### config.mk
export PLATFORM = sky130hd
export DESIGN_NAME = pfg_phase
export DESIGN_NICKNAME = d
export VERILOG_FILES = /design/src/design/pfg_pkg.sv /design/src/design/pfg_phase.sv
export SDC_FILE = /design/constraint.sdc
export NUM_CORES = 2
export LEC_CHECK = 0
export BUFFER_PORTS_ARGS = -buffer_cell sky130_fd_sc_hd__buf_2
export CAP_MARGIN = 20
export CORE_UTILIZATION = 36
export DETAILED_ROUTE_END_ITERATION = 6
export HOLD_SLACK_MARGIN = 0.08
export PLACE_DENSITY = 0.61
export SYNTH_ARGS = -nofsm -noshare
export SYNTH_HDL_FRONTEND = slang
export SYNTH_SLANG_ARGS = --single-unit
### constraint.sdc
create_clock -name clk -period 3.13 [get_ports clk]
set_input_delay 0.626 -clock clk [delete_from_list [all_inputs] [get_ports clk]]
set_output_delay 0.626 -clock clk [all_outputs]
set_load 0.1 [all_outputs]
### src/design/pfg_pkg.sv
// Shared types, constants and helper functions for the phase-shift fringe pixel generator.
// Used by every module of the block; depends on nothing else.
package pfg_pkg;

    localparam int FRAME_ROWS = 1024;
    localparam int FRAME_COLS = 2048;
    localparam int MAX_IMAGES = 16;

    localparam int IDX_W     = 4;
    localparam int COORD_W   = 11;
    localparam int GRAY_W    = 8;
    localparam int CFG_W     = 32;
    localparam int CFG_IDX_W = 4;
    localparam int PERIOD_W  = 12;
    localparam int COUNT_W   = 5;
    localparam int PHASE_W   = 16;
    localparam int HALF_W    = 16;
    localparam int S_DATA_W  = 32;
    localparam int M_DATA_W  = 8;

    localparam logic [COORD_W:0] ROW_LIMIT = (COORD_W + 1)'(FRAME_ROWS);
    localparam logic [COORD_W:0] COL_LIMIT = (COORD_W + 1)'(FRAME_COLS);
    localparam logic [COUNT_W-1:0] COUNT_MAX = COUNT_W'(MAX_IMAGES);

    localparam int DIV_STAGES = COORD_W + PHASE_W;
    localparam int IDX_STEPS  = IDX_W + PHASE_W;

    localparam int QUEUE_DEPTH = 4;
    localparam int QPTR_W      = $clog2(QUEUE_DEPTH);
    localparam int QCNT_W      = $clog2(QUEUE_DEPTH + 1);

    localparam int CORDIC_STEPS = 16;
    localparam int FRAC_BITS    = 20;
    localparam int XY_W         = 24;
    localparam int Z_W          = 18;
    localparam int NUM_W        = 32;
    localparam logic signed [XY_W-1:0] CORDIC_X0 = XY_W'(636751);
    localparam logic signed [NUM_W-1:0] GRAY_BIAS = NUM_W'(256) << FRAC_BITS;

    localparam logic [PHASE_W-1:0] QUARTER_TURN = PHASE_W'(16384);
    localparam logic [PHASE_W-1:0] HALF_TURN    = PHASE_W'(32768);
    localparam logic [PHASE_W-1:0] THREE_QUARTER = PHASE_W'(49152);

    localparam logic [CFG_IDX_W-1:0] REG_PATTERN_ORIGIN = 4'd0;
    localparam logic [CFG_IDX_W-1:0] REG_PATTERN_SIZE   = 4'd1;
    localparam logic [CFG_IDX_W-1:0] REG_MARK_ORIGIN    = 4'd2;
    localparam logic [CFG_IDX_W-1:0] REG_MARK_SIZE      = 4'd3;
    localparam logic [CFG_IDX_W-1:0] REG_MARK_ENABLE    = 4'd4;
    localparam logic [CFG_IDX_W-1:0] REG_FRINGE_PERIOD  = 4'd5;
    localparam logic [CFG_IDX_W-1:0] REG_IMAGE_COUNT    = 4'd6;
    localparam logic [CFG_IDX_W-1:0] REG_PHASE_OFFSET   = 4'd7;

    typedef struct packed {
        logic               blank;
        logic [COORD_W-1:0] rel;
        logic [IDX_W-1:0]   idx;
    } pfg_item_t;

    typedef struct packed {
        logic               valid;
        logic               blank;
        logic [PHASE_W-1:0] phase;
    } pfg_phase_t;

    function automatic logic signed [Z_W-1:0] pfg_atan(input int k);
        logic signed [Z_W-1:0] a;
        case (k)
            0:       a = Z_W'(8192);
            1:       a = Z_W'(4836);
            2:       a = Z_W'(2555);
            3:       a = Z_W'(1297);
            4:       a = Z_W'(651);
            5:       a = Z_W'(326);
            6:       a = Z_W'(163);
            7:       a = Z_W'(81);
            8:       a = Z_W'(41);
            9:       a = Z_W'(20);
            10:      a = Z_W'(10);
            11:      a = Z_W'(5);
            12:      a = Z_W'(3);
            default: a = Z_W'(1);
        endcase
        return a;
    endfunction

endpackage

### src/design/pfg_phase.sv
// Back pipeline, first half: restoring dividers one bit per stage for the row term
// and the index term, then the phase sum. Depends on pfg_pkg.
module pfg_phase (
    input  logic                          clk,
    input  logic                          rst_n,
    input  logic                          adv,
    input  logic                          in_valid,
    input  pfg_pkg::pfg_item_t            in_item,
    input  logic [pfg_pkg::PERIOD_W-1:0]  fringe_period,
    input  logic [pfg_pkg::COUNT_W-1:0]   image_count,
    input  logic [pfg_pkg::PHASE_W-1:0]   phase_offset,
    output pfg_pkg::pfg_phase_t           ph
);

    localparam int NS = pfg_pkg::DIV_STAGES;
    localparam int PW = pfg_pkg::PERIOD_W;
    localparam int KW = pfg_pkg::COUNT_W;
    localparam int QW = pfg_pkg::PHASE_W;
    localparam int CW = pfg_pkg::COORD_W;
    localparam int IW = pfg_pkg::IDX_W;

    typedef struct packed {
        logic          blank;
        logic [CW-1:0] rel;
        logic [IW-1:0] idx;
        logic [PW-1:0] rem;
        logic [QW-1:0] frac;
        logic [KW-1:0] irem;
        logic [QW-1:0] iq;
    } pfg_div_t;

    function automatic pfg_div_t div_step(input pfg_div_t p, input int s,
                                          input logic [PW-1:0] per, input logic [KW-1:0] cnt);
        pfg_div_t      n;
        logic [PW:0]   r_try;
        logic [KW:0]   i_try;
        logic          q_bit;
        logic          i_bit;
        n     = p;
        r_try = {p.rem, p.rel[CW-1]};
        q_bit = (r_try >= {1'b0, per});
        if (q_bit)
        begin
            r_try = r_try - {1'b0, per};
        end
        n.rem  = r_try[PW-1:0];
        n.rel  = {p.rel[CW-2:0], 1'b0};
        n.frac = {p.frac[QW-2:0], q_bit};
        if (s < pfg_pkg::IDX_STEPS)
        begin
            i_try = {p.irem, p.idx[IW-1]};
            i_bit = (i_try >= {1'b0, cnt});
            if (i_bit)
            begin
                i_try = i_try - {1'b0, cnt};
            end
            n.irem = i_try[KW-1:0];
            n.idx  = {p.idx[IW-2:0], 1'b0};
            n.iq   = {p.iq[QW-2:0], i_bit};
        end
        return n;
    endfunction

    pfg_div_t            div_reg  [NS];
    pfg_div_t            div_next [NS];
    pfg_div_t            seed;
    logic [NS-1:0]       valid_reg;
    logic [NS-1:0]       valid_next;
    logic [PW-1:0]       per_eff;
    logic [KW-1:0]       cnt_eff;
    pfg_pkg::pfg_phase_t ph_reg;
    pfg_pkg::pfg_phase_t ph_next;

    always_comb
    begin
        per_eff = (fringe_period == '0) ? PW'(1) : fringe_period;
        if (image_count == '0)
        begin
            cnt_eff = KW'(1);
        end
        else if (image_count > pfg_pkg::COUNT_MAX)
        begin
            cnt_eff = pfg_pkg::COUNT_MAX;
        end
        else
        begin
            cnt_eff = image_count;
        end

        seed       = '0;
        seed.blank = in_item.blank;
        seed.rel   = in_item.rel;
        seed.idx   = in_item.idx;
        div_next[0] = div_step(seed, 0, per_eff, cnt_eff);
        for (int s = 1; s < NS; s++)
        begin
            div_next[s] = div_step(div_reg[s-1], s, per_eff, cnt_eff);
        end
        valid_next = {valid_reg[NS-2:0], in_valid};

        ph_next.valid = valid_reg[NS-1];
        ph_next.blank = div_reg[NS-1].blank;
        ph_next.phase = div_reg[NS-1].frac + div_reg[NS-1].iq + phase_offset;
    end

    always_ff @(posedge clk or negedge rst_n)
    begin
        if (!rst_n)
        begin
            valid_reg <= '0;
            ph_reg    <= '0;
        end
        else if (adv)
        begin
            valid_reg <= valid_next;
            ph_reg    <= ph_next;
        end
    end

    always_ff @(posedge clk)
    begin
        if (adv)
        begin
            for (int s = 0; s < NS; s++)
            begin
                div_reg[s] <= div_next[s];
            end
        end
    end

    assign ph = ph_reg;

endmodule

# [Word-level counts from Yosys, hierarchy flattened]
# Memories as Yosys holds them, arrays and structs flattened.
# Index checks and enable logic that the tools add are counted.
[totals] ff_bits=45 n_memories=1 ramBits=1728
[mem_list] name="div_reg" words=27 word_bits=64 rd=27 rd_ports_with_merged_regs=0 write_ports=27 line="pfg_phase.sv:64" rtl="pfg_div_t div_reg [NS];"
[op_classes] magnitude_cmp=48 reduce_logical=2 addsub=49 mux=52
[op_table] cell=">= comparator 13 x 12 -> 1 bit" n=26
[op_table] cell="two-way mux 12 bit" n=28
[op_table] cell="subtractor 12 bit" n=26
[op_table] cell=">= comparator 6 x 5 -> 1 bit" n=19
[op_table] cell="two-way mux 5 bit" n=22
[op_table] cell="subtractor 5 bit" n=19
[op_table] cell="adder 16 bit" n=2
[op_table] cell=">= comparator 1 x 12 -> 1 bit" n=1
[op_table] cell="zero test 12 bit" n=1
[op_table] cell="subtractor 1 x 12 -> 12 bit" n=1
[op_table] cell=">= comparator 1 x 5 -> 1 bit" n=1
[op_table] cell="> comparator 5 bit (second input constant)" n=1
[op_table] cell="zero test 5 bit" n=1
[op_table] cell="subtractor 1 x 5 -> 5 bit" n=1
[op_table] cell="two-way mux 1 bit" n=2

# [Depth between registers and ports, before layout]
[depth] ltp_word=5 depth_mapped=15 ltp_nobuf=13

# [Worst setup path after synthesis]
# Ideal clock, no wire load.
[synth_path] path_type="input to register" start="input fringe_period[1] (netlist bit)" end="memory div_reg[0][103] (netlist bit), data pin" slack_ns=-1.482 t_arrival_ns=4.352 cell_stages=10 path_buffers=1 path_cell_list="inv_1 > ha_1 > nor2b_1 > o21a_1 > a311oi_1 > o21bai_1 > a2111oi_0 > o21ai_0 > clkbuf_1 > mux2_2"
[synth_rtl] element="start, declared" line="pfg_phase.sv:9" rtl="input logic [pfg_pkg::PERIOD_W-1:0] fringe_period,"
[synth_rtl] element="end, declared" line="pfg_phase.sv:64"

==> results.tsv <==
stage	metric	value	unit
critical_path	crit path DAT	3520	ps
critical_path	Required @ worst endpoint	3590	ps
clock_network	root buffer cell	clkbuf_16	
grt	vias in the first global route	33160	
timing	# setup viols final	0	
detailed_routing	DR vias	33449	
synth	mapped cell area	50540	um^2
layout	final instance area	63310	um^2
floorplan	chip width	376.7	um
floorplan	die area	141900	um^2
synth	Ys Warns	0	
place	IO Port Bufs	70	
detailed_routing	DRC	0	
status	status	finished, final reports clean	
detailed_routing	remaining antenna violation count after routing	0	
pwr	cell area power density	957.9	nW/um^2
clock_network	CTS tree	yes	
synth	ys flop type	edfxtp_1	
layout	ANT cells	0	
floorplan	# IOs	71	
clock_network	Clock transition at path regs	60	ps
timing	fmax	326.0	MHz
place	hpwl dp	78060	um
clock_network	clock sink total	924	
synth	number of synthesized flops with an enable pin	879	
critical_path	crit path kind	in -> reg	
detailed_routing	DRT iter0 DRCs	1789	
pwr	peak supply drop	0.6859	mV
layout	most frequent cells in the layout	edfxtp_1 (879), buf_4 (688), ha_1 (449), a21oi_1 (221), nand2_1 (212)	
layout	Filler Cell Count	12468	
floorplan	Die Ht	376.7	um
layout	max reg flops	879	
floorplan	Initial Util	36.27	%
layout	Area Growth Syn to Fin	25.27	%
synth	Unique masters post-synth	84	
flow_run	Max Cap Viol	0	
clock_network	worst skew pair latency	740	ps
timing	Final Cycle Share	97.99	%
place	routability-driven placement congestion ratio	0.8583	
timing	Slew Viols, Final	0	
clock_network	CTS HTree Levels	3	
pwr	combinational power share	45.9	%
grt	largest net degree at the start of global routing	77	
grt	global route overflow	0	
pwr	Leak	25.41	nW
synth	Yosys reg bits	924	
hold_path	Hold/Removal Path Class	in -> reg	
clock_network	CTS Buffer Depth	3	
pwr	Switching Share	33.76	%
critical_path	crit-path max FO	6	
grt	initial antenna violation count	1	
critical_path	startpoint types	input port	
layout	commonest non-fill, non-tap cell in the layout	edfxtp_1	
pwr	Reg power frac	33.3	%
layout	layout cells sized above 1	27.17	%
synth	register area share after synthesis	54.45	%
timing	skew final	56.31	ps
timing	worst hold-check slack	246.5	ps
timing	Final min period	3067	ps
synth	Synth Net Count	4484	
synth	async set-or-reset flop fraction in the synthesized netlist	4.870	%
pwr	clock power share	20.8	%
detailed_routing	Post-Route WL	107900	um
clock_network	CTS buffer count	105	
critical_path	Crit. End Element	register	
floorplan	row count	137	
floorplan	Core ar.	139400	um^2
timing	slew margin rel.	57.05	%
layout	NumNets Final	5344	
grt	gr usage total	15.00	%
pwr	Int Pwr	0.04018	W
synth	Post-Syn Instances	3914	
pwr	switching power	0.02048	W
detailed_routing	per-cell routed wire length	16.01	um
detailed_routing	Vias/cell	4.964	
timing	slew of the pin with the lowest slew margin	628.0	ps
detailed_routing	first-pass detailed-route iteration total	5	
grt	global-route wire length before repair	171700	um
synth	syn avg cell area	12.91	um^2
timing	final hold violation count	0	
place	dpl cell area	59280	um^2
power groups by stage:
stage                     clock network, W  registers [W]  logic, W
final                               0.0126         0.0202    0.0279
after global routing                0.0135         0.0206    0.0308
after CTS                           0.0130         0.0202    0.0277
after detailed placement                 0         0.0204    0.0275
after global placement                   0         0.0204    0.0269
after floorplan                          0         0.0204    0.0177
final timing paths:
kind                                   from         endpoint  slack [ps]  cells after the start
min in group asynchronous             rst_n           ph[16]         270                      2
setup reg to reg            div_reg[1][640]           ph[15]         120                     15
max in group asynchronous             rst_n           ph[14]        2370                      3
hold / removal                  in_item[14]   div_reg[0][37]         250                      3
setup / recovery           fringe_period[2]  div_reg[0][687]          60                     14
hold reg to reg             div_reg[0][383]  div_reg[0][447]         380                      0
synthesized netlist by cell type (48+ instances only):
master / n / area [um^2]
xnor2_1: 148 / 1296
nand2_1: 213 / 799.5
a21oi_1: 235 / 1176
nand4_1: 51 / 319.1
inv_1: 174 / 653.1
edfxtp_1: 879 / 26400
fa_1: 59 / 1181
a21o_1: 82 / 615.6
xor2_1: 109 / 954.7
mux2_2: 213 / 2399
nor3_1: 61 / 305.3
ha_1: 458 / 5731
o21ai_0: 251 / 1256
o21a_1: 48 / 360.4
nor2b_1: 64 / 400.4
nor2_1: 206 / 773.2
critical path, cell delays in order:
cell,delay [ps]
buf_2,120
nor4_4,320
a31o_4,240
buf_12,130
clkbuf_16,180
ha_1,170
inv_1,50
fa_2,350
a21oi_2,170
o21ai_1,100
a2111oi_2,370
nor2_1,130
a211o_1,280
mux2_2,260
area by class of cell:
class	count	area [um^2]	share of cell area (%)
flip-flops and latches	924	27520	43.47
multi-input cells	2744	22480	35.51
repair buffers	823	6671	10.54
clock buffers	119	2764	4.365
well taps	1876	2347	3.707
clock inverters	76	847.1	1.338
inverters	176	680.7	1.075
metal layers:
layer | share of wire, % | GRT usage [%] | up-vias | wire [um]
met3 | 3.8 | 2.589 | 150 | 4133
met1 | 48 | 20.43 | 16153 | 51570
met2 | 46 | 24.55 | 472 | 49820
met5 | 0 | 0 | - | 0
met4 | 2.2 | 4.034 | 0 | 2374
li1 | - | - | 16674 | -
stage by stage:
stage                     TNS (ps)  instances  utilization, %  worst slack (ps)  total power [W]
after floorplan            -267760       3914               -             -1033          0.03813
after global placement     -103860       6522           42.54            -790.0          0.04736
after detailed placement   -110160       6522           42.54            -825.5          0.04790
after CTS                        0       6733           45.25             7.440          0.06098
after global routing        -54.96       6738           45.43            -28.92          0.06481
final                            0       6738           45.43             62.87          0.06065
cells by family (layout without fill, tap and decap cells):
group | Yosys count | in the layout | synth area share (%)
muxes | 281 | 281 | 6.295
xor gates and xnor gates | 257 | 257 | 4.454
AOI/OAI and AO/OA | 904 | 904 | 11.50
DFF | 924 | 924 | 54.45
and+or+nand+nor | 785 | 785 | 7.667
buffers and inverters | 246 | 1194 | 1.956
adders and majority gates | 517 | 517 | 13.67
repair_timing:
item	in CTS	in global routing
endpoints found under the setup margin	2	41
pin swaps	1	16
endpoints found under the hold margin	60	0
setup buffers	0	3
hold buffers	16	0
resized for setup	2	48
cloned	0	1
No activity file was read; power rests on OpenSTA's default activity.
