==> src/design/pfg_pkg.sv <==
// Shared types, constants and helper functions for the phase-shift fringe pixel generator.
// Used by every module of the block; depends on nothing else.
package pfg_pkg;

    localparam int FRAME_ROWS = 1024;
    localparam int FRAME_COLS = 2048;
    localparam int MAX_IMAGES = 16;

    localparam int IDX_W     = 4;
    localparam int COORD_W   = 11;
    localparam int GRAY_W    = 8;
    localparam int CFG_W     = 32;
    localparam int CFG_IDX_W = 4;
    localparam int PERIOD_W  = 12;
    localparam int COUNT_W   = 5;
    localparam int PHASE_W   = 16;
    localparam int HALF_W    = 16;
    localparam int S_DATA_W  = 32;
    localparam int M_DATA_W  = 8;

    localparam logic [COORD_W:0] ROW_LIMIT = (COORD_W + 1)'(FRAME_ROWS);
    localparam logic [COORD_W:0] COL_LIMIT = (COORD_W + 1)'(FRAME_COLS);
    localparam logic [COUNT_W-1:0] COUNT_MAX = COUNT_W'(MAX_IMAGES);

    localparam int DIV_STAGES = COORD_W + PHASE_W;
    localparam int IDX_STEPS  = IDX_W + PHASE_W;

    localparam int QUEUE_DEPTH = 4;
    localparam int QPTR_W      = $clog2(QUEUE_DEPTH);
    localparam int QCNT_W      = $clog2(QUEUE_DEPTH + 1);

    localparam int CORDIC_STEPS = 16;
    localparam int FRAC_BITS    = 20;
    localparam int XY_W         = 24;
    localparam int Z_W          = 18;
    localparam int NUM_W        = 32;
    localparam logic signed [XY_W-1:0] CORDIC_X0 = XY_W'(636751);
    localparam logic signed [NUM_W-1:0] GRAY_BIAS = NUM_W'(256) << FRAC_BITS;

    localparam logic [PHASE_W-1:0] QUARTER_TURN = PHASE_W'(16384);
    localparam logic [PHASE_W-1:0] HALF_TURN    = PHASE_W'(32768);
    localparam logic [PHASE_W-1:0] THREE_QUARTER = PHASE_W'(49152);

    localparam logic [CFG_IDX_W-1:0] REG_PATTERN_ORIGIN = 4'd0;
    localparam logic [CFG_IDX_W-1:0] REG_PATTERN_SIZE   = 4'd1;
    localparam logic [CFG_IDX_W-1:0] REG_MARK_ORIGIN    = 4'd2;
    localparam logic [CFG_IDX_W-1:0] REG_MARK_SIZE      = 4'd3;
    localparam logic [CFG_IDX_W-1:0] REG_MARK_ENABLE    = 4'd4;
    localparam logic [CFG_IDX_W-1:0] REG_FRINGE_PERIOD  = 4'd5;
    localparam logic [CFG_IDX_W-1:0] REG_IMAGE_COUNT    = 4'd6;
    localparam logic [CFG_IDX_W-1:0] REG_PHASE_OFFSET   = 4'd7;

    typedef struct packed {
        logic               blank;
        logic [COORD_W-1:0] rel;
        logic [IDX_W-1:0]   idx;
    } pfg_item_t;

    typedef struct packed {
        logic               valid;
        logic               blank;
        logic [PHASE_W-1:0] phase;
    } pfg_phase_t;

    function automatic logic signed [Z_W-1:0] pfg_atan(input int k);
        logic signed [Z_W-1:0] a;
        case (k)
            0:       a = Z_W'(8192);
            1:       a = Z_W'(4836);
            2:       a = Z_W'(2555);
            3:       a = Z_W'(1297);
            4:       a = Z_W'(651);
            5:       a = Z_W'(326);
            6:       a = Z_W'(163);
            7:       a = Z_W'(81);
            8:       a = Z_W'(41);
            9:       a = Z_W'(20);
            10:      a = Z_W'(10);
            11:      a = Z_W'(5);
            12:      a = Z_W'(3);
            default: a = Z_W'(1);
        endcase
        return a;
    endfunction

endpackage

==> src/design/pfg_cordic.sv <==
// Back pipeline, second half: quadrant fold, 16 CORDIC rotation stages, gray mapping
// and the output register. Depends on pfg_pkg.
module pfg_cordic (
    input  logic                          clk,
    input  logic                          rst_n,
    input  pfg_pkg::pfg_phase_t           ph,
    output logic                          adv,
    output logic                          m_tvalid,
    input  logic                          m_tready,
    output logic [pfg_pkg::M_DATA_W-1:0]  m_tdata
);

    localparam int NS = pfg_pkg::CORDIC_STEPS;
    localparam int XW = pfg_pkg::XY_W;
    localparam int ZW = pfg_pkg::Z_W;
    localparam int NW = pfg_pkg::NUM_W;
    localparam int QW = pfg_pkg::PHASE_W;
    localparam int GW = pfg_pkg::GRAY_W;
    localparam int SH = pfg_pkg::FRAC_BITS + 1;

    typedef struct packed {
        logic                 blank;
        logic                 neg;
        logic signed [XW-1:0] x;
        logic signed [XW-1:0] y;
        logic signed [ZW-1:0] z;
    } pfg_rot_t;

    function automatic pfg_rot_t rot_step(input pfg_rot_t p, input int k);
        pfg_rot_t             n;
        logic signed [XW-1:0] xs;
        logic signed [XW-1:0] ys;
        n  = p;
        xs = $signed(p.x) >>> k;
        ys = $signed(p.y) >>> k;
        if (!p.z[ZW-1])
        begin
            n.x = p.x - ys;
            n.y = p.y + xs;
            n.z = p.z - pfg_pkg::pfg_atan(k);
        end
        else
        begin
            n.x = p.x + ys;
            n.y = p.y - xs;
            n.z = p.z + pfg_pkg::pfg_atan(k);
        end
        return n;
    endfunction

    pfg_rot_t              fold_reg;
    pfg_rot_t              fold_next;
    logic                  fold_valid_reg;
    pfg_rot_t              rot_reg  [NS];
    pfg_rot_t              rot_next [NS];
    logic [NS-1:0]         rot_valid_reg;
    logic [NS-1:0]         rot_valid_next;
    logic                  out_valid_reg;
    logic                  out_valid_next;
    logic [GW-1:0]         out_gray_reg;
    logic [GW-1:0]         out_gray_next;
    logic [QW-1:0]         folded;
    logic signed [XW-1:0]  x_fin;
    logic signed [NW-1:0]  x_ext;
    logic signed [NW-1:0]  num;

    assign adv      = !out_valid_reg || m_tready;
    assign m_tvalid = out_valid_reg;
    assign m_tdata  = out_gray_reg;

    always_comb
    begin
        fold_next.blank = ph.blank;
        fold_next.neg   = (ph.phase >= pfg_pkg::QUARTER_TURN) &&
                          (ph.phase < pfg_pkg::THREE_QUARTER);
        folded          = fold_next.neg ? ph.phase - pfg_pkg::HALF_TURN : ph.phase;
        fold_next.x     = pfg_pkg::CORDIC_X0;
        fold_next.y     = '0;
        fold_next.z     = {{(ZW - QW){folded[QW-1]}}, folded};

        rot_next[0] = rot_step(fold_reg, 0);
        for (int k = 1; k < NS; k++)
        begin
            rot_next[k] = rot_step(rot_reg[k-1], k);
        end
        rot_valid_next = {rot_valid_reg[NS-2:0], fold_valid_reg};

        x_fin = rot_reg[NS-1].neg ? -rot_reg[NS-1].x : rot_reg[NS-1].x;
        x_ext = {{(NW - XW){x_fin[XW-1]}}, x_fin};
        num   = (x_ext <<< 8) - x_ext + pfg_pkg::GRAY_BIAS;
        if (rot_reg[NS-1].blank || num[NW-1])
        begin
            out_gray_next = '0;
        end
        else if (|num[NW-2:SH+GW])
        begin
            out_gray_next = '1;
        end
        else
        begin
            out_gray_next = num[SH +: GW];
        end
        out_valid_next = rot_valid_reg[NS-1];
    end

    always_ff @(posedge clk or negedge rst_n)
    begin
        if (!rst_n)
        begin
            fold_valid_reg <= 1'b0;
            rot_valid_reg  <= '0;
            out_valid_reg  <= 1'b0;
        end
        else if (adv)
        begin
            fold_valid_reg <= ph.valid;
            rot_valid_reg  <= rot_valid_next;
            out_valid_reg  <= out_valid_next;
        end
    end

    always_ff @(posedge clk)
    begin
        if (adv)
        begin
            fold_reg     <= fold_next;
            out_gray_reg <= out_gray_next;
            for (int k = 0; k < NS; k++)
            begin
                rot_reg[k] <= rot_next[k];
            end
        end
    end

endmodule

==> config.mk <==
export PLATFORM = sky130hd
export DESIGN_NAME = pfg_cordic
export DESIGN_NICKNAME = d
export VERILOG_FILES = /design/src/design/pfg_pkg.sv /design/src/design/pfg_cordic.sv
export SDC_FILE = /design/constraint.sdc
export NUM_CORES = 2
export LEC_CHECK = 0
export BUFFER_PORTS_ARGS = -buffer_cell sky130_fd_sc_hd__buf_2
export CAP_MARGIN = 10
export CORE_UTILIZATION = 65
export CTS_BUF_LIST = sky130_fd_sc_hd__clkbuf_4 sky130_fd_sc_hd__clkbuf_8 sky130_fd_sc_hd__clkbuf_16
export DETAILED_ROUTE_END_ITERATION = 12
export HOLD_SLACK_MARGIN = 0.05
export PLACE_DENSITY = 0.84
export SLEW_MARGIN = 20
export SYNTH_ARGS = -nofsm -noshare
export SYNTH_HDL_FRONTEND = slang
export SYNTH_SLANG_ARGS = --single-unit
==> constraint.sdc <==
create_clock -name clk -period 128.7 [get_ports clk]
set_input_delay 32.175 -clock clk [delete_from_list [all_inputs] [get_ports clk]]
set_output_delay 32.175 -clock clk [all_outputs]
set_load 0.01 [all_outputs]
# Word level (Yosys, flattened, before mapping)
# Memory sizes are Yosys's and may differ from the RTL's.
# Index checks and enable logic that the tools add are counted.
dict set report op_classes {
  n_addsub 96
  n_lt_le_gt_ge 2
  mux 53
  n_reduce_logical 5
}
# op n
set ops {}
lappend ops {{2-to-1 mux 66 bit} 15}
lappend ops {{2-to-1 mux 18 bit} 32}
lappend ops {{adder 18 bit} 15}
lappend ops {{subtractor 18 bit} 15}
lappend ops {{adder 24 x 10 -> 24 bit} 2}
lappend ops {{adder 24 x 11 -> 24 bit} 2}
lappend ops {{adder 24 x 12 -> 24 bit} 2}
lappend ops {{adder 24 x 13 -> 24 bit} 2}
lappend ops {{adder 24 x 14 -> 24 bit} 2}
lappend ops {{adder 24 x 15 -> 24 bit} 2}
lappend ops {{adder 24 x 16 -> 24 bit} 2}
lappend ops {{adder 24 x 17 -> 24 bit} 2}
lappend ops {{adder 24 x 18 -> 24 bit} 2}
lappend ops {{adder 24 x 19 -> 24 bit} 2}
lappend ops {{adder 24 x 20 -> 24 bit} 2}
lappend ops {{adder 24 x 21 -> 24 bit} 2}
lappend ops {{adder 24 x 22 -> 24 bit} 2}
lappend ops {{adder 24 x 23 -> 24 bit} 2}
lappend ops {{adder 24 x 9 -> 24 bit} 2}
lappend ops {{subtractor 24 x 10 -> 24 bit} 2}
lappend ops {{subtractor 24 x 11 -> 24 bit} 2}
lappend ops {{subtractor 24 x 12 -> 24 bit} 2}
lappend ops {{subtractor 24 x 13 -> 24 bit} 2}
lappend ops {{subtractor 24 x 14 -> 24 bit} 2}
lappend ops {{27 further kinds} 39}
dict set report word_totals {
  reg_bits 44
  ram_bits 1088
  in_bits 21
  wordCells 164
  n_memories 1
}
# memory depth word_bits read_ports rd_ports_with_merged_regs write_ports line_no
set mem_list {}
lappend mem_list {rot_reg 16 68 16 0 16 pfg_cordic.sv:54} ;# pfg_rot_t rot_reg [NS];

# Logic depth before layout (Yosys ltp)
# An unclocked memory read counts as a cell.
dict set report logic_depth {
  word_depth 7
  ltp_mapped 20
  ltp_nobuf 20
}

# Worst setup path after synthesis
# OpenSTA, ideal clock, no wires.
dict set report synth_path {
  path_kind {input -> output}
  start {in m_tready}
  end {out adv}
  arrival_ns 59.452
  t_required_ns 96.525
  setup_slack_ns 37.073
  path_stages 3
  n_path_buf 2
  path_cell_list {nand2b_1 -> clkbuf_1 -> buf_1}
}
dict set report synth_between {
  elab_chain_len 1
}
# item line_no
set synth_lines {}
lappend synth_lines {{from (decl)} pfg_cordic.sv:9} ;# input logic m_tready,
lappend synth_lines {{logical OR 1 bit} pfg_cordic.sv:67} ;# assign adv = !out_valid_reg || m_tready;
lappend synth_lines {{to (decl)} pfg_cordic.sv:7} ;# output logic adv,
# Every way passes these cells.

# Final worst setup path
# Ends and elaborated chain as after synthesis.

==> results.md <==
- Status: complete, no violations
- Via/cell ratio: 6.20
- Clock sink total: 1006
- Flops & latches, synth: 1006
- Crit. End Element: output pin
- Fin Setup TNS: 0 ns
- Total GRT Usage: 28.0%
- Clk buf depth: 3
- Post CTS Setup Buffer Count: 0
- Starting DRT DRC Count: 4875
- CTS Buf Count: 109
- Critical-path maximum fanout: 67
- Max Cap Viol: 0
- Slew Limit Headroom: 23.7%
- Tcrit/Tclk final: 50.9%
- Final setup viols: 0
- Met3 wire len: 9.65 mm
- Unrepaired setup endpoints after global routing: false
- Post-synthesis sequential area ratio: 38.6%
- CP required: 96.53 ns
- Setup CP Type: input pin to output pin
- Post-Route M1 WL: 72.3 mm
- WL met2: 85.2 mm
- Top post-synthesis cells by area: edfxtp_1, ha_1, xnor2_1, a21oi_1, xor2_1
- Die area: 0.121 mm²
- Ys Warns: 0
- Top sig layer: met5
- Top post-synthesis cells by count: edfxtp_1, ha_1, xnor2_1
- Area grow syn2layout: 7.54%
- Antenna violations before repair: 2
- Skew-Pair Late Insertion Delay: 0.73 ns
- Final ANT Viol Nets: 0
- Share of cells above drive strength 1: 5.07%
- Grt ovf: 0
- Core area: 0.119 mm²
- Die extent in y: 349 µm
- Final Skew: 0.0474 ns
- Cell taking the most area after synthesis: edfxtp_1
- Vias in the first global route: 56.7k
- Top cell type's share of synthesized area: 38.0%
- H-tree depth: 3
- Synthesized cell area: 0.0780 mm²
- Clock Root Buffer: clkbuf_16
- Antenna fix cells: 0
- DR pass1 iterations: 6
- Die Wd: 349 µm
- CP Data Arrival Time: 33.39 ns
- Cts hold-fix bufs: 0
- Fin. Hold Viols: 0
- Post-CTS sizing: 0
- Max reg flops: 962
- Fmax: 15.3 MHz
- Post-Route WL: 173 mm
- Largest net degree at the start of global routing: 199
- RePlAce Congestion: 0.935
- Fillers: 8473
- Most common cell in the netlist: edfxtp_1
- WL/cell: 18.3 µm
- CP most frequent cell: buf_2
- Largest stage delay, worst path: 0.74 ns
- Distinct cells, synth: 98
- Startpoint Class: input pin
- First-pass GRT wire length: 280 mm
- Top-level I/O count: 31
- Initial Util: 65.8%
- Minimum clock period: 65.57 ns
- Slew @ Worst Pin: 1.14 ns
- Worst hold path type: flip-flop to flip-flop
- Site row count: 126
- Critical-path cell list: buf_2, nand2b_4, buf_2
- TritonCTS clock tree: built
- Synth Area per Inst: 10.1 µm²
- # DRC: 0
- Synth Flop Type: edfxtp_1
- Synth Instances: 7708
- Slowest cell on the critical path: nand2b_4
- Fin. max-slew vios: 0
- Port bufs: 30
- Async S/R FF share, synth: 1.79%
- DPL Wire Length: 131 mm
- EDFF count, synth: 988
- Clock-pin slew on the worst setup and hold paths: 0.06 ns
- Fin nets: 8755
- Routed via count: 58.7k
logic make-up after synthesis:
family | Yosys count | synth area share, %
mux | 117 | 1.60
buf+inv | 509 | 2.45
flops | 1006 | 38.6
fa+ha+maj | 956 | 15.7
simple gates | 1927 | 11.9
xor+xnor | 1149 | 12.9
compound gates | 2042 | 16.8
other cells | 2 | 0.00962
critical path: cells and delay by family:
family / cells / cell delay (ns)
and+or+nand+nor: 1 / 0.74
buffers and inverters: 2 / 0.36
metal layers:
| layer | up-vias | global-route usage [%] |
|---|---|---|
| li1 | 28600 | - |
| met1 | 28000 | 34.7 |
| met2 | 1768 | 49.9 |
| met3 | 375 | 3.47 |
| met4 | 2 | 9.94 |
| met5 | - | 0 |
worst paths after layout:
kind                       slack, ns                 to       startpoint  depth (start not counted)
max reg2reg                   123.32         m_tdata[7]  rot_reg[1][523]                         18
min in group asynchronous      31.38     fold_valid_reg            rst_n                          1
min reg2reg                     0.41      rot_reg[0][4]      fold_reg[4]                          0
max                            63.13                adv         m_tready                          3
max in group asynchronous      97.02  rot_valid_reg[12]            rst_n                          1
min                             0.41      rot_reg[0][4]      fold_reg[4]                          0
per-stage QoR:
step / std cells / utilization, % / instance area, µm² / hold slack, ns / setup WS (ns)
3_3_place_gp: 9267 / 67.5 / 80100 / 0.400 / 63.13
2_1_floorplan: 7711 / - / 78100 / 0.400 / 37.07
3_5_place_dp: 9267 / 67.5 / 80100 / 0.405 / 63.12
4_1_cts: 9473 / 70.8 / 83900 / 0.414 / 63.12
5_1_grt: 9473 / 70.8 / 83900 / 0.420 / 63.07
6_report: 9473 / 70.8 / 83900 / 0.412 / 63.13
layout make-up:
| class | count | area, µm² | area share, % |
|---|---|---|---|
| multi-input combinational | 6196 | 46000 | 54.8 |
| sequential | 1006 | 30100 | 35.9 |
| clock buffer | 130 | 2930 | 3.50 |
| tap | 1600 | 2000 | 2.39 |
| inverter | 408 | 1530 | 1.82 |
| clock inverter | 76 | 921 | 1.10 |
| timing repair buffer | 57 | 390 | 0.465 |
placed cells by master, fill, tap and decap left out, types with 42 or more instances in the layout:
master	netlist	routed
clkbuf_16	0	110
nor2_1	684	684
mux2i_1	54	54
a211oi_1	64	64
fa_1	43	43
and2_1	42	42
nor2b_1	105	105
and3_1	70	70
nor4_1	48	48
or3_1	53	53
nand3_1	120	120
a21o_1	302	302
o21bai_1	108	108
o21a_1	75	75
mux2_2	62	62
nand2_1	349	349
nand2b_1	78	77
nor3_1	227	227
a21oi_1	746	746
a31oi_1	99	99
edfxtp_1	988	988
xnor2_1	779	779
xor2_1	370	370
o21ai_0	290	290
inv_1	407	407
ha_1	913	913
Power is left out: the tool's default activity adds up to more than one toggle a clock period on the data nets, which glitch-free logic cannot reach.
