**src/design/pfg_pkg.sv**
```systemverilog
// Shared types, constants and helper functions for the phase-shift fringe pixel generator.
// Used by every module of the block; depends on nothing else.
package pfg_pkg;

    localparam int FRAME_ROWS = 1024;
    localparam int FRAME_COLS = 2048;
    localparam int MAX_IMAGES = 16;

    localparam int IDX_W     = 4;
    localparam int COORD_W   = 11;
    localparam int GRAY_W    = 8;
    localparam int CFG_W     = 32;
    localparam int CFG_IDX_W = 4;
    localparam int PERIOD_W  = 12;
    localparam int COUNT_W   = 5;
    localparam int PHASE_W   = 16;
    localparam int HALF_W    = 16;
    localparam int S_DATA_W  = 32;
    localparam int M_DATA_W  = 8;

    localparam logic [COORD_W:0] ROW_LIMIT = (COORD_W + 1)'(FRAME_ROWS);
    localparam logic [COORD_W:0] COL_LIMIT = (COORD_W + 1)'(FRAME_COLS);
    localparam logic [COUNT_W-1:0] COUNT_MAX = COUNT_W'(MAX_IMAGES);

    localparam int DIV_STAGES = COORD_W + PHASE_W;
    localparam int IDX_STEPS  = IDX_W + PHASE_W;

    localparam int QUEUE_DEPTH = 4;
    localparam int QPTR_W      = $clog2(QUEUE_DEPTH);
    localparam int QCNT_W      = $clog2(QUEUE_DEPTH + 1);

    localparam int CORDIC_STEPS = 16;
    localparam int FRAC_BITS    = 20;
    localparam int XY_W         = 24;
    localparam int Z_W          = 18;
    localparam int NUM_W        = 32;
    localparam logic signed [XY_W-1:0] CORDIC_X0 = XY_W'(636751);
    localparam logic signed [NUM_W-1:0] GRAY_BIAS = NUM_W'(256) << FRAC_BITS;

    localparam logic [PHASE_W-1:0] QUARTER_TURN = PHASE_W'(16384);
    localparam logic [PHASE_W-1:0] HALF_TURN    = PHASE_W'(32768);
    localparam logic [PHASE_W-1:0] THREE_QUARTER = PHASE_W'(49152);

    localparam logic [CFG_IDX_W-1:0] REG_PATTERN_ORIGIN = 4'd0;
    localparam logic [CFG_IDX_W-1:0] REG_PATTERN_SIZE   = 4'd1;
    localparam logic [CFG_IDX_W-1:0] REG_MARK_ORIGIN    = 4'd2;
    localparam logic [CFG_IDX_W-1:0] REG_MARK_SIZE      = 4'd3;
    localparam logic [CFG_IDX_W-1:0] REG_MARK_ENABLE    = 4'd4;
    localparam logic [CFG_IDX_W-1:0] REG_FRINGE_PERIOD  = 4'd5;
    localparam logic [CFG_IDX_W-1:0] REG_IMAGE_COUNT    = 4'd6;
    localparam logic [CFG_IDX_W-1:0] REG_PHASE_OFFSET   = 4'd7;

    typedef struct packed {
        logic               blank;
        logic [COORD_W-1:0] rel;
        logic [IDX_W-1:0]   idx;
    } pfg_item_t;

    typedef struct packed {
        logic               valid;
        logic               blank;
        logic [PHASE_W-1:0] phase;
    } pfg_phase_t;

    function automatic logic signed [Z_W-1:0] pfg_atan(input int k);
        logic signed [Z_W-1:0] a;
        case (k)
            0:       a = Z_W'(8192);
            1:       a = Z_W'(4836);
            2:       a = Z_W'(2555);
            3:       a = Z_W'(1297);
            4:       a = Z_W'(651);
            5:       a = Z_W'(326);
            6:       a = Z_W'(163);
            7:       a = Z_W'(81);
            8:       a = Z_W'(41);
            9:       a = Z_W'(20);
            10:      a = Z_W'(10);
            11:      a = Z_W'(5);
            12:      a = Z_W'(3);
            default: a = Z_W'(1);
        endcase
        return a;
    endfunction

endpackage

```
**src/design/pfg_front.sv**
```systemverilog
// Front stage: takes request beats, checks frame, pattern and mark rectangles.
// Hands a classified item to the queue. Depends on pfg_pkg.
module pfg_front (
    input  logic                          clk,
    input  logic                          rst_n,
    input  logic                          s_tvalid,
    output logic                          s_tready,
    input  logic [pfg_pkg::S_DATA_W-1:0]  s_tdata,
    input  logic [pfg_pkg::CFG_W-1:0]     pattern_origin,
    input  logic [pfg_pkg::CFG_W-1:0]     pattern_size,
    input  logic [pfg_pkg::CFG_W-1:0]     mark_origin,
    input  logic [pfg_pkg::CFG_W-1:0]     mark_size,
    input  logic                          mark_enable,
    input  logic                          q_full,
    output logic                          push,
    output pfg_pkg::pfg_item_t            push_item
);

    localparam int CW = pfg_pkg::COORD_W;
    localparam int HW = pfg_pkg::HALF_W;

    function automatic logic in_rect(input logic [CW-1:0] r, input logic [CW-1:0] c,
                                     input logic [pfg_pkg::CFG_W-1:0] origin,
                                     input logic [pfg_pkg::CFG_W-1:0] size);
        logic [HW:0] r_end;
        logic [HW:0] c_end;
        r_end = {1'b0, origin[2*HW-1:HW]} + {1'b0, size[2*HW-1:HW]};
        c_end = {1'b0, origin[HW-1:0]} + {1'b0, size[HW-1:0]};
        return ((HW)'(r) >= origin[2*HW-1:HW]) && ((HW + 1)'(r) < r_end) &&
               ((HW)'(c) >= origin[HW-1:0]) && ((HW + 1)'(c) < c_end);
    endfunction

    logic                   front_valid_reg;
    logic                   front_valid_next;
    pfg_pkg::pfg_item_t     front_item_reg;
    pfg_pkg::pfg_item_t     front_item_next;
    logic [CW-1:0]          row;
    logic [CW-1:0]          col;
    logic                   accept;
    logic                   shown;

    assign row      = s_tdata[pfg_pkg::IDX_W +: CW];
    assign col      = s_tdata[pfg_pkg::IDX_W + CW +: CW];
    assign push     = front_valid_reg && !q_full;
    assign s_tready = !front_valid_reg || !q_full;
    assign accept   = s_tvalid && s_tready;

    always_comb
    begin
        shown = ({1'b0, row} < pfg_pkg::ROW_LIMIT) && ({1'b0, col} < pfg_pkg::COL_LIMIT) &&
                in_rect(row, col, pattern_origin, pattern_size) &&
                !(mark_enable && in_rect(row, col, mark_origin, mark_size));
        front_item_next.blank = !shown;
        front_item_next.rel   = row - pattern_origin[HW +: CW];
        front_item_next.idx   = s_tdata[pfg_pkg::IDX_W-1:0];
        if (accept)
        begin
            front_valid_next = 1'b1;
        end
        else if (push)
        begin
            front_valid_next = 1'b0;
        end
        else
        begin
            front_valid_next = front_valid_reg;
        end
    end

    always_ff @(posedge clk or negedge rst_n)
    begin
        if (!rst_n)
        begin
            front_valid_reg <= 1'b0;
        end
        else
        begin
            front_valid_reg <= front_valid_next;
        end
    end

    always_ff @(posedge clk)
    begin
        if (accept)
        begin
            front_item_reg <= front_item_next;
        end
    end

    assign push_item = front_item_reg;

endmodule

```
**config.mk**
```make
export PLATFORM = sky130hd
export DESIGN_NAME = pfg_front
export DESIGN_NICKNAME = d
export VERILOG_FILES = /design/src/design/pfg_pkg.sv /design/src/design/pfg_front.sv
export SDC_FILE = /design/constraint.sdc
export NUM_CORES = 1
export LEC_CHECK = 0
export BUFFER_PORTS_ARGS = -buffer_cell sky130_fd_sc_hd__buf_2
export CAP_MARGIN = 10
export CORE_UTILIZATION = 45
export DETAILED_ROUTE_END_ITERATION = 8
export PLACE_DENSITY = 0.77
export SYNTH_ARGS = -nofsm -noshare
export SYNTH_HDL_FRONTEND = slang
export SYNTH_SLANG_ARGS = --single-unit
```
**constraint.sdc**
```tcl
create_clock -name clk -period 1.75 [get_ports clk]
set_input_delay 0.175 -clock clk [delete_from_list [all_inputs] [get_ports clk]]
set_output_delay 0.175 -clock clk [all_outputs]
set_load 0.01 [all_outputs]
```
## Yosys cells after proc, flatten, opt, wreduce, memory -nomap -nowiden

Cells that the tools add are included.

- Order comparisons: 9
- $add $sub $neg: 5
- Reduce and logical (&&, ||, !) cells: 17
- Muxes and demuxes: 2

Operators by type and width:

| cell | number |
|---|---|
| $add A16 B16 Y17 | 4 |
| $lt A11 B17 Y1 | 4 |
| $ge A11 B16 Y1 | 4 |
| $logic_and A1 B1 Y1 | 11 |
| $lt A11 B11 Y1 const B | 1 |
| $sub A11 B11 Y11 | 1 |
| $logic_not A1 Y1 | 4 |
| $mux W1 | 2 |
| $reduce_bool A2 Y1 | 1 |
| $logic_or A1 B1 Y1 | 1 |

- Output and inout bits: 18
- Flip-flop bits (word level): 17
- Logic and storage cells: 37
- Bits of input ports: 165

## Logic depth before layout (Yosys ltp)

Gate-level depths: netlist of the first run.

- Word-level depth: 9
- Gate-level depth with buffers: 18
- Depth with buffers taken out: 18

## Least setup slack after synthesis of the first run

No wires, ideal clock.

- Path kind: input to register
- Start point: in mark_origin[0] (netlist bit)
- End point: reg front_item_reg, in the netlist push_item[15] (data pin)
- Setup time: 275 ps
- Arrival time: 2937 ps
- Buffers on the path: 0
- Stages on the path: 18
- Data required time: 1475 ps
- Slack: -1462 ps
- Cell sequence: ha_1 -> fa_1 -> a21oi_1 -> nor2b_1 -> o21ai_0 -> a21oi_1 -> o21ai_0 -> nand2b_1 -> xnor2_1 -> ha_1 -> o21ai_0 -> nand2b_1 -> a21oi_1 -> nor4_1 -> o311a_1 -> o21ai_0 -> a2111oi_1 -> o2111ai_1

RTL lines:

| what | line | text |
|---|---|---|
| from (decl) | pfg_front.sv:11 | `input logic [pfg_pkg::CFG_W-1:0] mark_origin,` |
| to (signal assigned) | pfg_front.sv:86 | `front_item_reg <= front_item_next;` |
| to (decl) | pfg_front.sv:35 | `pfg_pkg::pfg_item_t front_item_reg;` |

==> run summary, run 1 <==
CTS tree -> built
Run status -> finished with violations
Area post-placement -> 8820 sq um
Die width -> 116 um
Number of buffers inserted during clock tree synthesis -> 3
Residual DRC -> 0
End of the worst hold path -> push_item[1]
Routed vias/inst -> 5.46
Maximum number of pins on one net before global-route repair -> 17
Final count of hold timing violations -> 0
Critical path startpoint category -> primary input
Remaining Overflow, GRT -> 0
Adder-cell area share of the yosys netlist -> 33.5%
Reported net switching power -> 1.69 mW
Number of nets in the synthesized netlist -> 1,082
Count of nets after finishing -> 1,515
R2r worst-path depth -> 3
Clock transition at the registers of the reported paths -> 50 ps
Register-to-register setup slack -> 590 ps
Antenna violations before repair -> 1
Die Y-Extent -> 116 um
Number of detailed-route iterations in the first pass -> 9
Logic gate share of total power -> 77.0%
Commonest non-fill, non-tap cells in the layout -> 254 x sky130_fd_sc_hd__buf_4, 168 x sky130_fd_sc_hd__buf_2, 139 x sky130_fd_sc_hd__ha_1, 76 x sky130_fd_sc_hd__inv_1, 64 x sky130_fd_sc_hd__a21oi_1
End of the worst register-to-register path -> push_item[11]
Power density relative to cell area -> 445 nW/um^2
Layout cell share with drive strength beyond 1 -> 42.2%
Floorplan die area -> 13,400 sq um
Startpoint of the most critical register-to-register path -> front_valid_reg
Yosys warnings -> 0
Port Buf Inserts -> 176
Post-synthesis compound-gate area fraction -> 27.0%
Remaining antenna violation count after routing -> 0
Clock skew after layout -> 4.54 ps
CP endpoint kind -> register
Data required time of the worst path -> 1730 ps
Max reg flops -> 16
Violation count after the first detailed-routing iteration -> 357
Floorplan row count -> 41
Cell at the root of the clock tree -> sky130_fd_sc_hd__clkbuf_16
WL per Instance -> 14.7 um
Effective utilization at floorplan -> 46.2%
Number of synthesized flops with an enable pin -> 16
Dominant combinational cell family by area after synthesis -> adder cells
Average footprint of a synthesized cell -> 7.63 sq um
Final Instance Area -> 9290 sq um
Count of different cell masters after synthesis -> 72
Relative slew slack -> 59.1%
Static leakage -> 4.86 nW
Finish-stage setup viols -> 5
Share of async-settable or async-resettable flops after synthesis -> 5.88%
Data arrival time of the worst path -> 3030 ps
H-tree lvl count -> 1
Minimum clock period after layout -> 3050 ps
Fraction of synthesized area in multiplexers -> 0.365%
Worst Min Path Start -> s_tdata[1]
Half-perimeter wire length after detailed placement -> 16,500 um
CTS Sinks -> 17
Part of the cycle the worst path needs -> 174%
XOR/XNOR share of the synthesized area -> 6.92%
Crit Path Max Fanout -> 2
Violated checks -> negative setup slack
Proportion of synthesized chip area in sequential cells -> 8.68%
Switching fraction of total power -> 40.8%
Final max-slew violation count -> 0
Max Clk Rate -> 328 MHz
Simple logic cell fraction of the synthesized area -> 17.8%
Final weighted congestion of routability-driven global placement -> 0.917
Post-synthesis instance area -> 5830 sq um
I/O pins -> 183
Setup slack of the critical path after layout -> -1300 ps
Clock group share of total power -> 10.9%
Commonest register cell after synthesis -> sky130_fd_sc_hd__edfxtp_1
Max VDD drop -> 328 uV
Setup repair after global routing missed its margin -> yes
Largest buffer count on any clock path -> 2
Most common cell after layout, fill and taps aside -> sky130_fd_sc_hd__buf_4
Power share of the sequential group -> 12.1%
Max_cap viols -> 0
Total of flip-flops plus latches after synthesis -> 17
Worst hold-check path type -> in -> reg
Worst setup path startpoint -> pattern_origin[16]
Hold-critical path depth -> 1
Internal cell power -> 2.45 mW
Actual transition at the worst max-transition pin -> 598 ps
First-pass GRT wire length -> 30,700 um
All-Layer GR Usage -> 28.2%
Area of the core region -> 12,600 sq um
Number of standard cells after synthesis -> 764
Clock network latency to the later pin of the worst-skew pair -> 240 ps
Wire length after detailed routing -> 20,200 um
Area growth from synthesis to final layout -> 59.4%
Hold slack -> 108 ps
Setup CP Type -> in -> reg
Number of global-route vias before repair -> 7,352
Total via count after detailed routing -> 7,479
-- power by group through the flow --
| stage | combinational [mW] | sequential [mW] | clock (mW) |
|---|---|---|---|
| detailed placement | 2.90 | 0.511 | 0 |
| CTS | 3.04 | 0.503 | 0.449 |
| global route | 3.53 | 0.507 | 0.465 |
| finish | 3.18 | 0.502 | 0.450 |
| global placement | 2.79 | 0.509 | 0 |
| floorplan | 1.58 | 0.529 | 0 |
-- critical path, cell delays in order --
cell and delay [ps]:
sky130_fd_sc_hd__buf_6 100, sky130_fd_sc_hd__ha_1 230, sky130_fd_sc_hd__fa_1 420, sky130_fd_sc_hd__a21oi_1 260, sky130_fd_sc_hd__o211ai_1 150, sky130_fd_sc_hd__a21oi_1 250, sky130_fd_sc_hd__o21bai_1 90, sky130_fd_sc_hd__a21oi_1 180
sky130_fd_sc_hd__xor2_1 170, sky130_fd_sc_hd__ha_1 240, sky130_fd_sc_hd__o21a_1 160, sky130_fd_sc_hd__o21ai_1 120, sky130_fd_sc_hd__nand2b_1 70, sky130_fd_sc_hd__o2111ai_1 90, sky130_fd_sc_hd__a31oi_1 60, sky130_fd_sc_hd__nand4_1 140
sky130_fd_sc_hd__o2111ai_2 130
-- layer usage --
metal	up-vias	wire (um)	global-route usage (%)
met3	71	964	2.51
met1	3441	7790	29.2
met2	268	10500	56.7
li1	3699	-	-
met5	-	0	0
met4	0	883	12.6
-- cells by family after synthesis --
kind of cell	after synthesis
xor gates and xnor gates	46
and+or+nand+nor	211
muxes	2
adders and majority gates	153
DFF	17
AOI/OAI and AO/OA	248
buffers and inverters	87
-- Yosys cell counts (3+ instances only) --
cell	number	area share, %
sky130_fd_sc_hd__a31o_2	3	0.45
sky130_fd_sc_hd__clkbuf_1	5	0.32
sky130_fd_sc_hd__o21ai_0	54	4.6
sky130_fd_sc_hd__nor2b_1	9	0.97
sky130_fd_sc_hd__nand2b_1	21	2.3
sky130_fd_sc_hd__nand3_1	21	1.8
sky130_fd_sc_hd__or2_2	4	0.43
sky130_fd_sc_hd__o211ai_1	6	0.77
sky130_fd_sc_hd__nor3_1	15	1.3
sky130_fd_sc_hd__nand2_1	53	3.4
sky130_fd_sc_hd__edfxtp_1	16	8.2
sky130_fd_sc_hd__a211oi_1	11	1.4
sky130_fd_sc_hd__o21a_1	5	0.64
sky130_fd_sc_hd__o22ai_1	3	0.32
sky130_fd_sc_hd__xnor2_1	28	4.2
sky130_fd_sc_hd__o21bai_1	6	0.77
sky130_fd_sc_hd__xor2_1	18	2.7
sky130_fd_sc_hd__a21oi_1	75	6.4
sky130_fd_sc_hd__nand4_1	11	1.2
sky130_fd_sc_hd__nor4_1	7	0.75
sky130_fd_sc_hd__a21o_1	22	2.8
sky130_fd_sc_hd__a31oi_1	4	0.43
sky130_fd_sc_hd__inv_1	79	5.1
sky130_fd_sc_hd__a21boi_0	3	0.39
sky130_fd_sc_hd__fa_1	5	1.7
sky130_fd_sc_hd__nor2_1	52	3.4
sky130_fd_sc_hd__ha_1	148	32
sky130_fd_sc_hd__or3_1	3	0.32
sky130_fd_sc_hd__a211o_1	5	0.75
sky130_fd_sc_hd__o2111ai_1	6	0.90
sky130_fd_sc_hd__o21ai_1	12	1.0
-- worst max-delay path by stage --
stage	endpoint	slack (ps)	depth (start not counted)
after floorplan	push_item[15]	-1290	18
after global placement	push_item[15]	-1940	20
after detailed placement	push_item[15]	-1980	20
after CTS	push_item[15]	-1260	17
after global routing	push_item[15]	-1480	19
final	push_item[15]	-1300	17
-- stage by stage --
| stage | instances | total power, mW | setup WS [ps] | TNS, ps | utilization [%] |
|---|---|---|---|---|---|
| 6_report | 1369 | 4.13 | -1300 | -1480 | 73.6 |
| 5_1_grt | 1369 | 4.50 | -1480 | -2170 | 73.6 |
| 4_1_cts | 1367 | 3.99 | -1260 | -1310 | 72.5 |
| 3_5_place_dp | 1353 | 3.41 | -1980 | -3780 | 69.9 |
| 3_3_place_gp | 1353 | 3.30 | -1940 | -3290 | 69.9 |
| 2_1_floorplan | 764 | 2.11 | -1290 | -1290 | - |
-- what timing repair did --
item | CTS | global route
hold buffers | 1 | 0
hold endpoints to repair | 1 | 0
setup buffers | 10 | 2
pin swaps | 47 | 20
resized for setup | 42 | 25
setup endpoints to repair | 4 | 6
-- final cells by class --
cell class	count	area, sq um
clock inverter	1	5.00
fill	935	3330
multi-input combinational	660	5280
clock buffer	3	75.1
inverter	80	304
sequential	17	505
timing repair buffer	435	2900
tap	172	215
antenna	1	2.50
(Power assumes the default switching activity.)
==> run 2: changes to the inputs <==
--- a/config.mk
+++ b/config.mk
@@ -6,7 +6,7 @@
 export NUM_CORES = 1
 export LEC_CHECK = 0
 export BUFFER_PORTS_ARGS = -buffer_cell sky130_fd_sc_hd__buf_2
-export CAP_MARGIN = 10
+export CAP_MARGIN = 20
 export CORE_UTILIZATION = 45
 export DETAILED_ROUTE_END_ITERATION = 8
 export PLACE_DENSITY = 0.77
==> constraint.sdc (replaced) <==
create_clock -name clk -period 4 [get_ports clk]
set_input_delay 0.4 -clock clk [delete_from_list [all_inputs] [get_ports clk]]
set_output_delay 0.4 -clock clk [all_outputs]
set_load 0.01 [all_outputs]
==> run summary, run 2 (synthesis gave the netlist of run 1 again) <==
Routed vias/inst -> 5.44
Worst hold-check path type -> in -> reg
CTS tree -> built
Max VDD drop -> 122 uV
End of the worst register-to-register path -> push_item[0]
Part of the cycle the worst path needs -> 92.3%
Cell count after placement -> 1,112
Floorplan row count -> 41
Number of global-route vias before repair -> 5,649
I/O pins -> 183
Setup CP Type -> in -> reg
Final count of hold timing violations -> 0
Wire length after detailed routing -> 15,000 um
Actual transition at the worst max-transition pin -> 623 ps
PnR Total Power -> 1.40 mW
Commonest non-fill, non-tap cells in the layout -> 176 x sky130_fd_sc_hd__buf_2, 148 x sky130_fd_sc_hd__ha_1, 79 x sky130_fd_sc_hd__inv_1, 75 x sky130_fd_sc_hd__a21oi_1
Clock transition at the registers of the reported paths -> 50 ps
Half-perimeter wire length after detailed placement -> 13,400 um
Critical path startpoint category -> primary input
Most common cell after layout, fill and taps aside -> sky130_fd_sc_hd__buf_2
Switching fraction of total power -> 42.8%
Internal cell power -> 0.803 mW
Register-to-register setup slack -> 2600 ps
Remaining Overflow, GRT -> 0
Floorplan die area -> 13,400 sq um
Final max-slew violation count -> 0
Layout cell share with drive strength beyond 1 -> 21.9%
Finish-stage setup viols -> 0
Minimum clock period after layout -> 3690 ps
Relative slew slack -> 57.4%
Startpoint of the most critical register-to-register path -> front_valid_reg
Port Buf Inserts -> 176
Reported net switching power -> 0.601 mW
Critical Path, Cell by Cell -> buf_2 > ha_1 > fa_1 > a211oi_2 > o21ai_1 > a21oi_1 > nor2b_1 > nor2_1 > xor2_1 > ha_1 > a2111oi_0 > o21ai_0 > a21oi_1 > a21oi_1 > nand4_1 > o311ai_1 > o2111ai_1
Data required time of the worst path -> 4050 ps
Largest buffer count on any clock path -> 2
Crit Path Max Fanout -> 3
Crit-path most repeated cell -> sky130_fd_sc_hd__a21oi_1
Capturing instance or port of the critical path -> push_item[15]
Total via count after detailed routing -> 6,085
Clock network latency to the later pin of the worst-skew pair -> 250 ps
Area taken by multi-input logic gates -> 5000 sq um
Delay of the slowest cell on the worst path -> 420 ps
Final weighted congestion of routability-driven global placement -> 0.907
Max_cap viols -> 0
Sequential standard cell area -> 505 sq um
H-tree lvl count -> 1
Effective utilization at floorplan -> 46.2%
R2r worst-path depth -> 2
Clock group share of total power -> 14.0%
Maximum number of pins on one net before global-route repair -> 17
CP endpoint kind -> register
Static leakage -> 3.59 nW
Worst setup path startpoint -> mark_origin[16]
Max reg flops -> 16
Residual DRC -> 0
Cell at the root of the clock tree -> sky130_fd_sc_hd__clkbuf_16
Number of buffers inserted during clock tree synthesis -> 3
Die Y-Extent -> 116 um
CTS Sinks -> 17
Finished Layout Cells -> 1,118
Max Clk Rate -> 271 MHz
Power density relative to cell area -> 199 nW/um^2
Antenna violations before repair -> 0
Count of nets after finishing -> 1,264
Run status -> completed
Fillers -> 1,236
Die width -> 116 um
Logic gate share of total power -> 70.3%
First-pass GRT wire length -> 24,300 um
Clock skew after layout -> 1.23 ps
WL per Instance -> 13.4 um
Slowest cell on crit path -> sky130_fd_sc_hd__fa_1
Remaining antenna violation count after routing -> 0
Post-CTS Setup Inserts -> 0
Number of detailed-route iterations in the first pass -> 5
Data arrival time of the worst path -> 3740 ps
Area growth from synthesis to final layout -> 21.0%
Area of the core region -> 12,600 sq um
All-Layer GR Usage -> 22.0%
Power share of the sequential group -> 15.7%
Violation count after the first detailed-routing iteration -> 314
run 2: critical path, delay by kind of cell:
| family | cells | cell delay [ps] |
|---|---|---|
| adders and majority gates | 3 | 910 |
| and+or+nand+nor | 3 | 270 |
| buffers and inverters | 1 | 110 |
| xor gates and xnor gates | 1 | 150 |
| AOI/OAI and AO/OA | 9 | 1900 |
run 2: layout make-up:
type,instances,share of cell area [%]
Tap cell,172,3.05
Antenna cell,1,0.0355
Inverter,80,4.28
Timing Repair Buffer,184,13.4
Multi-Input combinational cell,660,70.9
Clock inverter,1,0.0710
Sequential cell,17,7.17
Clock buffer,3,1.06
run 2: what timing repair did:
action / 4_1_cts / 5_1_grt
gates resized for setup: 0 / 4
hold buffers: 1 / 0
hold endpoints to repair: 1 / 0
setup endpoints to repair: 0 / 1
run 2: power groups by stage:
stage	clock (mW)	combinational, mW	sequential (mW)
after floorplan	0	0.682	0.231
after global placement	0	0.951	0.223
after detailed placement	0	0.976	0.223
after CTS	0.200	0.983	0.221
after global routing	0.207	1.12	0.222
final	0.196	0.987	0.220
run 2: how the worst min path moves through the flow:
| stage | startpoint | endpoint | slack [ps] | depth (start not counted) |
|---|---|---|---|---|
| after global routing | s_tdata[3] | push_item[3] | 320 | 1 |
| after floorplan | rst_n | front_valid_reg | 100 | 0 |
| after detailed placement | rst_n | front_valid_reg | 180 | 1 |
| after global placement | rst_n | front_valid_reg | 180 | 1 |
| after CTS | s_tdata[2] | push_item[2] | 320 | 1 |
| final | s_tdata[3] | push_item[3] | 330 | 1 |
run 2: per-layer routing:
layer	share of wire [%]	global-route usage (%)
met2	50	41.9
met1	44	26.8
met3	4.8	1.94
met4	1.3	4.10
met5	0	0
run 2: per-stage QoR:
stage	instance area, sq um	hold slack (ps)	setup WS [ps]	util, %	TNS [ps]
after floorplan	5830	104	563	-	0
after global placement	6940	176	-21.6	55.0	-21.6
after detailed placement	6940	179	-49.0	55.0	-49.0
after CTS	7030	324	170	55.7	0
after global routing	7050	322	-4.33	55.8	-4.33
final	7050	327	308	55.9	0
